<file path="src/dominant_label_nearest_point_gate_macros.svh">
// assertion macros for the dominant label gate
`ifndef DOMINANT_LABEL_NEAREST_POINT_GATE_MACROS_SVH
`define DOMINANT_LABEL_NEAREST_POINT_GATE_MACROS_SVH
`ifndef SYNTHESIS
// implication checked at every rising clock edge out of reset
`define DLG_ASSERT_IMPLY(lbl, clk, rst_n, pre, post) \
    lbl: assert property (@(posedge clk) disable iff (!rst_n) (pre) |-> (post)) \
        else $error("dlg assertion failed");
// condition that must never hold out of reset
`define DLG_ASSERT_NEVER(lbl, clk, rst_n, cond) \
    lbl: assert property (@(posedge clk) disable iff (!rst_n) !(cond)) \
        else $error("dlg assertion failed");
`else
`define DLG_ASSERT_IMPLY(lbl, clk, rst_n, pre, post)
`define DLG_ASSERT_NEVER(lbl, clk, rst_n, cond)
`endif
`endif

</file>
<file path="src/dlg_pkg.sv">
// shared types and constants for the dominant label gate
`timescale 1ns / 1ps
package dlg_pkg;
    localparam int MAX_TREES  = 64;
    localparam int LABEL_BINS = 256;
    localparam int FIFO_DEPTH = 4;

    localparam int TREE_AW = (MAX_TREES > 1) ? $clog2(MAX_TREES) : 1;
    localparam int TREE_CW = $clog2(MAX_TREES + 1);
    localparam int BIN_AW  = (LABEL_BINS > 1) ? $clog2(LABEL_BINS) : 1;
    localparam int BIN_CW  = $clog2(LABEL_BINS + 1);
    localparam int FIFO_AW = $clog2(FIFO_DEPTH);
    localparam int HIST_W  = 21;
    localparam logic [HIST_W-1:0] HIST_MAX = '1;

    localparam int IN_TDATA_W  = 128;
    localparam int OUT_TDATA_W = 144;

    // input op codes
    localparam logic [1:0] OP_LOAD  = 2'd0;
    localparam logic [1:0] OP_PIXEL = 2'd1;
    localparam logic [1:0] OP_FRAME = 2'd2;

    // result status codes
    localparam logic [1:0] ST_IGNORED = 2'd0;
    localparam logic [1:0] ST_NONE    = 2'd1;
    localparam logic [1:0] ST_FOUND   = 2'd2;

    // register indexes
    localparam logic [7:0] CFG_IGNORED = 8'd0;
    localparam logic [7:0] CFG_RANGE   = 8'd1;

    typedef enum logic [1:0] {K_LOAD, K_PIXEL, K_FRAME} t_kind;

    typedef struct packed {
        logic [23:0] x;
        logic [23:0] y;
        logic [23:0] z;
    } t_tree;

    typedef struct packed {
        t_kind       kind;
        logic [7:0]  pixel;
        t_tree       pos;
    } t_cmd;

    typedef struct packed {
        logic [7:0]  ignored_label;
        logic [15:0] max_range;
    } t_cfg;

    typedef struct packed {
        logic [1:0]  status;
        logic [7:0]  dominant_label;
        t_tree       near;
        logic [31:0] dist_squared;
        logic [31:0] marker_number;
    } t_res;
endpackage

</file>
<file path="src/dlg_front.sv">
// front stage: accepts input requests, decodes and filters them
`timescale 1ns / 1ps
module dlg_front (
    input  logic                          i_clk,
    input  logic                          i_rst_n,
    input  logic                          s_axis_tvalid,
    output logic                          s_axis_tready,
    input  logic [dlg_pkg::IN_TDATA_W-1:0] s_axis_tdata,
    input  logic [1:0]                    s_axis_tuser,
    output logic                          o_push,
    output dlg_pkg::t_cmd                 o_cmd,
    input  logic                          i_full
);
    import dlg_pkg::*;

    logic r_vld, n_vld;
    t_cmd r_cmd, n_cmd;
    logic accept, keep, push;

    // decode the request
    always_comb begin
        n_cmd       = r_cmd;
        keep        = 1'b0;
        n_cmd.pixel = s_axis_tdata[7:0];
        unique case (s_axis_tuser)
            OP_LOAD: begin
                keep       = 1'b1;
                n_cmd.kind = K_LOAD;
                n_cmd.pos  = '{x: s_axis_tdata[31:8], y: s_axis_tdata[55:32],
                               z: s_axis_tdata[79:56]};
            end
            OP_PIXEL: begin
                keep       = (9'(s_axis_tdata[7:0]) < 9'(LABEL_BINS));
                n_cmd.kind = K_PIXEL;
            end
            OP_FRAME: begin
                keep       = 1'b1;
                n_cmd.kind = K_FRAME;
                n_cmd.pos  = '{x: s_axis_tdata[103:80], y: s_axis_tdata[127:104],
                               z: 24'd0};
            end
            default: keep = 1'b0;
        endcase
    end

    assign push          = r_vld && !i_full;
    assign s_axis_tready = !r_vld || !i_full;
    assign accept        = s_axis_tvalid && s_axis_tready;
    assign n_vld         = (r_vld && !push) || (accept && keep);
    assign o_push        = push;
    assign o_cmd         = r_cmd;

    // holding register
    always_ff @(posedge i_clk) begin
        if (!i_rst_n) begin
            r_vld <= 1'b0;
        end else begin
            r_vld <= n_vld;
        end
        if (accept && keep) begin
            r_cmd <= n_cmd;
        end
    end
endmodule

</file>
<file path="config.mk">
export PLATFORM = sky130hd
export DESIGN_NAME = dlg_front
export DESIGN_NICKNAME = d
export VERILOG_FILES = /design/src/dominant_label_nearest_point_gate_macros.svh /design/src/dlg_pkg.sv /design/src/dlg_front.sv
export SDC_FILE = /design/constraint.sdc
export NUM_CORES = 1
export LEC_CHECK = 0
export BUFFER_PORTS_ARGS = -buffer_cell sky130_fd_sc_hd__buf_4
export CORE_ASPECT_RATIO = 1.5
export CORE_MARGIN = 3
export CORE_UTILIZATION = 39
export DETAILED_ROUTE_END_ITERATION = 12
export PLACE_DENSITY = 0.83
export SLEW_MARGIN = 20
export SYNTH_ARGS = -nofsm -noshare
export SYNTH_HDL_FRONTEND = slang
export SYNTH_SLANG_ARGS = --single-unit
</file>
<file path="constraint.sdc">
create_clock -name i_clk -period 8.1 [get_ports i_clk]
set_input_delay 1.62 -clock i_clk [delete_from_list [all_inputs] [get_ports i_clk]]
set_output_delay 1.62 -clock i_clk [all_outputs]
set_load 0.05 [all_outputs]
</file>
==> results.py <==
metrics = {
    "route": {
        "wl_um": 8400,
        "avgViaCountPerCell": 4.606,
        "drt_iter0_drc": 56,
        "firstDrtPassIters": 4,
        "routed_wire_length_per_instance_um": 16.57,
        "drt_drc_violations_left": 0,
        "routed-via-count": 2335,
        "postRouteAntennaNets": 0,
    },
    "clocking": {
        "clock_latency_ns": 0.32,
        "clock-root-buffer": "clkbuf_16",
        "postCtsSetupRepairBufs": 0,
        "clkSinkCount": 83,
        "cts_max_level": 3,
        "cts.clk_slew.worst_paths_ns": 0.06,
        "clock_tree.buffer_depth": 2,
        "post_cts.resized_instances": 0,
        "cts_inserted_buffers": 9,
        "cts_tree": "done",
        "post_cts_hold_buffer_count": 0,
    },
    "synth": {
        "yosys.area.top_type_share": 0.6989,
        "synth-seq-cells": 83,
        "syn-mean-instance-area_sq_um": 20.37,
        "synthDistinctLibCells": 14,
        "synth_nets": 307,
        "syn_area_sq_um": 3523,
        "synth_cells": 173,
        "post-synth-top-area-cell": "edfxtp_1",
        "yosysWarningCount": 0,
        "yosys-top-cells-area": "edfxtp_1, mux2_4, and2_1",
        "async_reset_ff_frac": 0,
        "synth_enable_flop_cells": 82,
        "synth_flop_cell": "edfxtp_1",
        "synthMostInstantiatedCell": "edfxtp_1",
        "synth-seq-area-share": 0.7045,
        "commonest_cells_in_the_netlist": "edfxtp_1, mux2_4, and2_1",
    },
    "grt": {
        "first_pass_grt_wire_length_um": 12590,
        "grt_start_max_net_pins": 74,
        "gr-total-overflow": 0,
        "vias_in_the_first_global_route": 2516,
        "grt_antenna_before_repair": 0,
        "grt_usage": 0.1613,
    },
    "sta": {
        "final_max_slew_viol_count": 0,
        "rsz0062_at_grt": "no",
        "max_slew.worst_pin.slew_ns": 0.8972,
        "timing.final.ws_setup_ns": 4.310,
        "worst_clock_skew_ns": 0.004976,
        "final-hold-violation-count": 0,
        "timing.final.crit_share": 0.4679,
        "fin_tns_setup_ns": 0,
        "setup-violations-final": 0,
        "layout_min_cycle_time_ns": 3.790,
        "timing.fmax_mhz": 263.9,
        "timing.max_slew.rel_slack": 0.4019,
    },
    "critical_path": {
        "worst_path_max_delay_cell": "buf_4",
        "crit_path_cell_trace": "buf_4, and2_1, inv_1, buf_4",
        "timing.critical_path.to_type": "output port",
        "reg2reg_slack_ns": 6.34,
        "worstPathBufferInverterCount": 3,
        "critPathMaxFanout": 3,
        "timing.critical_path.required_ns": 6.48,
        "arrival_ns": 2.17,
        "worst_setup_path_start_kind": "input port",
        "criticalPathCategory": "in2out",
        "cpMostUsedCell": "buf_4",
        "cpPeakStageDelay_ns": 0.19,
        "cp_top_family": "buffers and inverters",
    },
    "die": {
        "fp.dieW_um": 83.61,
        "die-area_sq_um": 10230,
        "ioPinCount": 218,
        "start_util": 0.4088,
        "core-area_sq_um": 8618,
        "floorplan.rows": 41,
        "die_height_um": 122.4,
    },
    "place": {
        "postPlaceCellArea_sq_um": 5186,
        "numPortBuffers": 217,
        "dp_hpwl_um": 6503,
        "worst_case_setup_slack_after_placement_ns": 4.318,
        "gp_congestion": 0.7749,
    },
    "pwr": {
        "power_density_nw_per_um2": 206.5,
        "totalPowerFinal_mw": 1.142,
        "vdd.ir_drop.worst_uv": 112.6,
        "static-leakage-power_nw": 2.504,
    },
    "run": {
        "drv_cap": 0,
    },
    "cells_and_area": {
        "fillcell_total": 641,
        "areaGrowthSynthToFinish_pct": 57.03,
        "antenna_diodes": 0,
        "num-nets-final": 529,
        "layout.core_utilization": 0.6420,
        "drive_above_1_share": 0.7100,
        "stdcell_area_sq_um": 5533,
    },
    "min_path": {
        "hold_class": "reg2reg",
    },
    "status": {
        "result_of_the_run": "completed",
    },
}
==> cell families after synthesis <==
group / synth area share
AOI/OAI and AO/OA: 0.004263
muxes: 0.2013
buffers and inverters: 0.03409
DFF: 0.7045
and+or+nand+nor: 0.05575
==> final timing paths <==
check	startpoint	end	cells past startpoint
worst max register to register	r_vld	o_cmd[41]	3
worst min-delay path	r_vld	r_vld	2
worst min register to register	r_vld	r_vld	2
worst max-delay path	i_full	s_axis_tready	4
==> power by group <==
group / internal [mW] / total (mW) / switching [mW]
clock network: 0.270 / 0.425 / 0.154
logic: 0.0985 / 0.212 / 0.114
registers: 0.500 / 0.506 / 0.00511
total: 0.869 / 1.14 / 0.273
==> layout make-up <==
type                       instances  area, sq um  area share
sequential                        83         2482      0.4487
timing repair buffer             219         1664      0.3008
multi-input combinational         80        925.9      0.1673
clock buffer                      10        229.0     0.04138
tap                              107        133.9     0.02420
clock inverter                     6        90.09     0.01628
inverter                           2        7.507    0.001357
==> stage by stage <==
step | hold WS, ns | instances
floorplan | 0.5835 | 173
global placement | 0.6279 | 490
detailed placement | 0.6527 | 490
CTS | 0.6665 | 506
global route | 0.7072 | 507
finish | 0.6673 | 507
==> tightest hold or removal path: cells and delay by family, from the launching register on <==
family,cells,cell delay (ns)
flip-flops,1,0.32
AO/OA/AOI/OAI,1,0.14
AND/OR/NAND/NOR,1,0.18
==> per-layer routing <==
layer	GRT usage	routed length (um)	share of wire
met5	0	0	0
met4	0.07243	186	0.022
met3	0.06917	810	0.096
met2	0.2903	4697	0.56
met1	0.1607	2705	0.32
==> sequential cells by signal (all words and copies together) (netlist names) <==
register / cells
r_vld: 1
o_cmd: 82
==> cells in the final DEF, fill, tap and decap left out, types with 2 or more instances in the layout <==
cell type	n
buf_4	218
edfxtp_1	82
mux2_4	45
and2_1	26
clkbuf_16	9
mux2_2	3
nor2b_1	2
inv_1	2
bufinv_16	2
clkinv_4	2
Note: power is estimated with default switching activity, not from simulation.
