===== src/dominant_label_nearest_point_gate_macros.svh =====
// assertion macros for the dominant label gate
`ifndef DOMINANT_LABEL_NEAREST_POINT_GATE_MACROS_SVH
`define DOMINANT_LABEL_NEAREST_POINT_GATE_MACROS_SVH
`ifndef SYNTHESIS
// implication checked at every rising clock edge out of reset
`define DLG_ASSERT_IMPLY(lbl, clk, rst_n, pre, post) \
    lbl: assert property (@(posedge clk) disable iff (!rst_n) (pre) |-> (post)) \
        else $error("dlg assertion failed");
// condition that must never hold out of reset
`define DLG_ASSERT_NEVER(lbl, clk, rst_n, cond) \
    lbl: assert property (@(posedge clk) disable iff (!rst_n) !(cond)) \
        else $error("dlg assertion failed");
`else
`define DLG_ASSERT_IMPLY(lbl, clk, rst_n, pre, post)
`define DLG_ASSERT_NEVER(lbl, clk, rst_n, cond)
`endif
`endif


===== src/dlg_pkg.sv =====
// shared types and constants for the dominant label gate
`timescale 1ns / 1ps
package dlg_pkg;
    localparam int MAX_TREES  = 64;
    localparam int LABEL_BINS = 256;
    localparam int FIFO_DEPTH = 4;

    localparam int TREE_AW = (MAX_TREES > 1) ? $clog2(MAX_TREES) : 1;
    localparam int TREE_CW = $clog2(MAX_TREES + 1);
    localparam int BIN_AW  = (LABEL_BINS > 1) ? $clog2(LABEL_BINS) : 1;
    localparam int BIN_CW  = $clog2(LABEL_BINS + 1);
    localparam int FIFO_AW = $clog2(FIFO_DEPTH);
    localparam int HIST_W  = 21;
    localparam logic [HIST_W-1:0] HIST_MAX = '1;

    localparam int IN_TDATA_W  = 128;
    localparam int OUT_TDATA_W = 144;

    // input op codes
    localparam logic [1:0] OP_LOAD  = 2'd0;
    localparam logic [1:0] OP_PIXEL = 2'd1;
    localparam logic [1:0] OP_FRAME = 2'd2;

    // result status codes
    localparam logic [1:0] ST_IGNORED = 2'd0;
    localparam logic [1:0] ST_NONE    = 2'd1;
    localparam logic [1:0] ST_FOUND   = 2'd2;

    // register indexes
    localparam logic [7:0] CFG_IGNORED = 8'd0;
    localparam logic [7:0] CFG_RANGE   = 8'd1;

    typedef enum logic [1:0] {K_LOAD, K_PIXEL, K_FRAME} t_kind;

    typedef struct packed {
        logic [23:0] x;
        logic [23:0] y;
        logic [23:0] z;
    } t_tree;

    typedef struct packed {
        t_kind       kind;
        logic [7:0]  pixel;
        t_tree       pos;
    } t_cmd;

    typedef struct packed {
        logic [7:0]  ignored_label;
        logic [15:0] max_range;
    } t_cfg;

    typedef struct packed {
        logic [1:0]  status;
        logic [7:0]  dominant_label;
        t_tree       near;
        logic [31:0] dist_squared;
        logic [31:0] marker_number;
    } t_res;
endpackage


===== src/dlg_fifo.sv =====
// short command queue between front and back
`timescale 1ns / 1ps
module dlg_fifo (
    input  logic          i_clk,
    input  logic          i_rst_n,
    input  logic          i_push,
    input  dlg_pkg::t_cmd i_data,
    output logic          o_full,
    input  logic          i_pop,
    output dlg_pkg::t_cmd o_data,
    output logic          o_empty
);
    import dlg_pkg::*;

    t_cmd r_mem [FIFO_DEPTH];
    logic [FIFO_AW-1:0] r_wp, r_rp;
    logic [FIFO_AW:0]   r_cnt;

    assign o_full  = (r_cnt == (FIFO_AW+1)'(FIFO_DEPTH));
    assign o_empty = (r_cnt == '0);
    assign o_data  = r_mem[r_rp];

    // pointers and fill count
    always_ff @(posedge i_clk) begin
        if (!i_rst_n) begin
            r_wp  <= '0;
            r_rp  <= '0;
            r_cnt <= '0;
        end else begin
            if (i_push) begin
                r_wp <= r_wp + 1'b1;
            end
            if (i_pop) begin
                r_rp <= r_rp + 1'b1;
            end
            r_cnt <= r_cnt + (FIFO_AW+1)'(i_push) - (FIFO_AW+1)'(i_pop);
        end
    end

    // storage
    always_ff @(posedge i_clk) begin
        if (i_push) begin
            r_mem[r_wp] <= i_data;
        end
    end
endmodule


===== config.mk =====
export PLATFORM = sky130hd
export DESIGN_NAME = dlg_fifo
export DESIGN_NICKNAME = d
export VERILOG_FILES = /design/src/dominant_label_nearest_point_gate_macros.svh /design/src/dlg_pkg.sv /design/src/dlg_fifo.sv
export SDC_FILE = /design/constraint.sdc
export NUM_CORES = 1
export LEC_CHECK = 0
export BUFFER_PORTS_ARGS = -buffer_cell sky130_fd_sc_hd__buf_2
export CAP_MARGIN = 25
export CORE_MARGIN = 3
export CORE_UTILIZATION = 56
export CTS_CLUSTER_DIAMETER = 40
export DETAILED_ROUTE_END_ITERATION = 10
export GPL_TIMING_DRIVEN = 0
export PLACE_DENSITY_LB_ADDON = 0.1
export SLEW_MARGIN = 20
export SYNTH_ARGS = -nofsm -noshare
export SYNTH_HDL_FRONTEND = slang
export SYNTH_SLANG_ARGS = --single-unit

===== constraint.sdc =====
create_clock -name i_clk -period 3.5 [get_ports i_clk]
set_input_delay 0.35 -clock i_clk [delete_from_list [all_inputs] [get_ports i_clk]]
set_output_delay 0.35 -clock i_clk [all_outputs]
set_load 0.005 [all_outputs]

==> summary.txt <==
Timing
  – Part of the cycle the worst path needs: 0.742
  – Final hold violations: 0
  – RSZ-0062 raised after global routing: no
  – Slew margin rel.: 0.537
  – Max Clock Freq: 385 MHz
  – Tmin final: 2.60 ns
  – Slew @ Worst Pin: 0.695 ns
  – Fin worst setup slack: 0.903 ns
  – Final Setup Violations: 0
  – Skew final: approximately 0.012 ns
  – Fin. max-slew vios: 0
  – Setup TNS: 0 ns

Min path
  – Hold WC Path Type: in2reg

Run status
  – Status: complete, no violations

Finish
  – Final Net Count: ~780
  – Fin util: 0.703
  – Ratio of cells with drive above 1 in the final layout: 0.472
  – Area Growth Syn to Fin: 21.5%
  – Fill cell count: between 1000 and 1500
  – Final instance area: 15000 sq um

Setup path
  – Endpoint class of the critical path: primary output
  – Startpoint Class: register
  – Worst R2R End: r_mem[2][10]
  – CP Max Fanout: 10
  – Worst r2r path cells: 4
  – FF-to-FF setup slack: 1.63 ns
  – Worst Path Required: 3.15 ns
  – Worst Setup EP: o_data[30]
  – Crit path DAT: approximately 2.3 ns
  – Worst R2R Start: r_wp[0]
  – Critical path type: reg2out

Placed design
  – DP Worst Slack: ~1.4 ns
  – GPL Wtd Cong: between 0.7 and 0.8
  – Port bufs: 169
  – DP HPWL: 12700 microns
  – Post-DP Area: 13700 sq um

Clock tree
  – CTS tree: built
  – Clk buf depth: 3
  – Worst skew pair latency: 0.50 ns
  – Post-cts sizing count: 0
  – Number of setup buffers added after CTS: 0
  – CTS Sinks: 337
  – CTS clk-pin slew, worst paths: 0.06 ns
  – H-Tree Depth: 2
  – Cts bufs inserted: 39
  – Clock root buffer: clkbuf_16
  – Hold_buf cts: 0

Logic synthesis
  – Largest cells by area after synthesis: edfxtp_1 80%, mux4_2 15%, dfxtp_1 1.5%, buf_12 1.3%, ha_1 0.61%
  – Mapped Area: about 12000 sq um
  – Post-synth top area share: 0.797
  – Post-synthesis compound-gate area fraction: 0.00121
  – Largest family of logic cells by synthesized area: multiplexers
  – Largest area contributor in the netlist: edfxtp_1
  – Synth Area per Inst: around 26 sq um
  – Mux contribution to synthesized area: 0.151
  – Synth Area in XOR/XNOR: 0.00334
  – Syn Inst Count: 471
  – Synth Area in Simple Gates: 0.00607
  – Synth cell types: 21
  – Register area share after synthesis: 0.812
  – Adder-cell share of the synthesized area: 0.00769
  – Yosys synthesis warning count: 0
  – Syn_nets: between 500 and 600
  – Number of synthesized register bits: approximately 340

Power and ir drop
  – Tot Pwr: 9.63 mW
  – Worst vdd ir: 0.449 mV
  – Static Leak: 5.15 nW
  – Pwr per Cell Area: 641 nW/um^2

Routing
  – Wire length per cell: 21.3 microns
  – Via count: ~5500
  – Final wirelength: 21100 microns
  – Via density: 5.59
  – Antenna Violating Nets Remaining: 0
  – Detailed Routing Iterations Pass 1: 4
  – DRC Markers: 0
  – Drt first-iter violations: 351

Global routing
  – Total global routing overflow: 0
  – Initial antenna violation count: 4
  – Largest net degree at the start of global routing: 46
  – First-pass GRT wire length: 33200 microns
  – Number of global-route vias before repair: 5982
  – Met2 Resource Use GR: 0.299
  – GRT Max-Usage Layer: met2
  – M1 GR Usage: 0.243
  – Met3 GRT Util: 0.0411
  – Overall Global Routing Usage: 0.181

Die
  – Row cnt: 53
  – Die Width: 155 microns
  – Die area: roughly 24000 sq um
  – Core area: between 20000 and 25000 sq um
  – IO Count: 170
  – Die Y: 155 microns
  – Initial Util: 0.579

Job
  – Max-cap check violation count: 0
==> routing by layer <==
metal,wire (microns),vias up
li1,-,2463
met1,8480,2872
met2,10800,158
met3,1240,47
met4,575,4
met5,15,-
==> cell usage after synthesis, drive strengths merged <==
library cell / n
xnor2: 2
clkbuf: 1
buf: 17
edfxtp: 328
mux2i: 1
xor3: 1
dfxtp: 9
inv: 7
and2: 6
nand3b: 1
nor3: 1
a21oi: 1
and3: 1
mux4: 82
a21bo: 1
nor2: 5
fa: 1
ha: 6
==> critical path: stages, from the launching register on <==
cell,delay (ns)
dfxtp_1,0.30
clkbuf_1,0.51
buf_2,0.42
mux4_2,0.36
buf_2,0.15
==> layout by cell type, fill, tap and decap left out, drive strengths merged <==
cell / Yosys / routed
mux4: 82 / 82
dfxtp: 9 / 9
diode: 0 / 2
and2: 6 / 6
clkbuf: 1 / 46
nor2: 5 / 5
nand3b: 1 / 1
buf: 17 / 190
xnor2: 2 / 2
bufinv: 0 / 6
nor3: 1 / 1
clkinv: 0 / 9
clkinvlp: 0 / 7
mux2i: 1 / 1
a21bo: 1 / 1
ha: 6 / 6
a21oi: 1 / 1
fa: 1 / 1
xor3: 1 / 1
inv: 7 / 10
edfxtp: 328 / 328
and3: 1 / 1
==> layout make-up <==
cell class	instances	area [sq um]	area share
Inverter	7	26.3	0.00175
Tap cell	275	344	0.0229
Multi-Input combinational cell	109	2100	0.140
Timing Repair Buffer	173	956	0.0637
Buffer	18	215	0.0143
Antenna cell	2	5.00	0.000333
Clock inverter	25	304	0.0202
Clock buffer	45	1040	0.0693
Sequential cell	337	10000	0.668
==> through the flow <==
step	cells	hold slack, ns
3_3_place_gp	915	0.513
5_1_grt	991	0.0450
2_1_floorplan	471	0.449
4_1_cts	989	0.0378
6_report	991	0.0550
3_5_place_dp	919	0.547
==> cell families after synthesis <==
| logic type | count (synthesis) |
|---|---|
| compound gates | 2 |
| simple gates | 14 |
| xor+xnor | 3 |
| buf+inv | 25 |
| fa+ha+maj | 7 |
| mux | 83 |
| flops | 337 |
==> registers in the layout, indices dropped and copies added, names as in the netlist, named ones only <==
register  cells
r_cnt         3
r_rp          2
r_mem       328
r_wp          2
==> how the worst min path moves through the flow <==
| stage | startpoint | end | slack, ns | cells after the start |
|---|---|---|---|---|
| after floorplan | i_data[0] | r_mem[0][0] | 0.45 | 0 |
| after global placement | r_rp[1] | register | 0.51 | 2 |
| after detailed placement | r_rp[0] | register | 0.55 | 2 |
| after CTS | i_data[60] | r_mem[0][60] | 0.04 | 1 |
| after global routing | i_data[48] | r_mem[1][48] | 0.05 | 1 |
| final | i_data[60] | r_mem[0][60] | 0.06 | 1 |
==> power breakdown <==
group          internal, mW  switching, mW  leakage [nW]
sequential             4.64         0.0463          3.09
combinational         0.431          0.399          1.43
clock                  2.59           1.52         0.635
total                  7.66           1.97          5.15
Note: power is estimated with default switching activity, not from simulation.
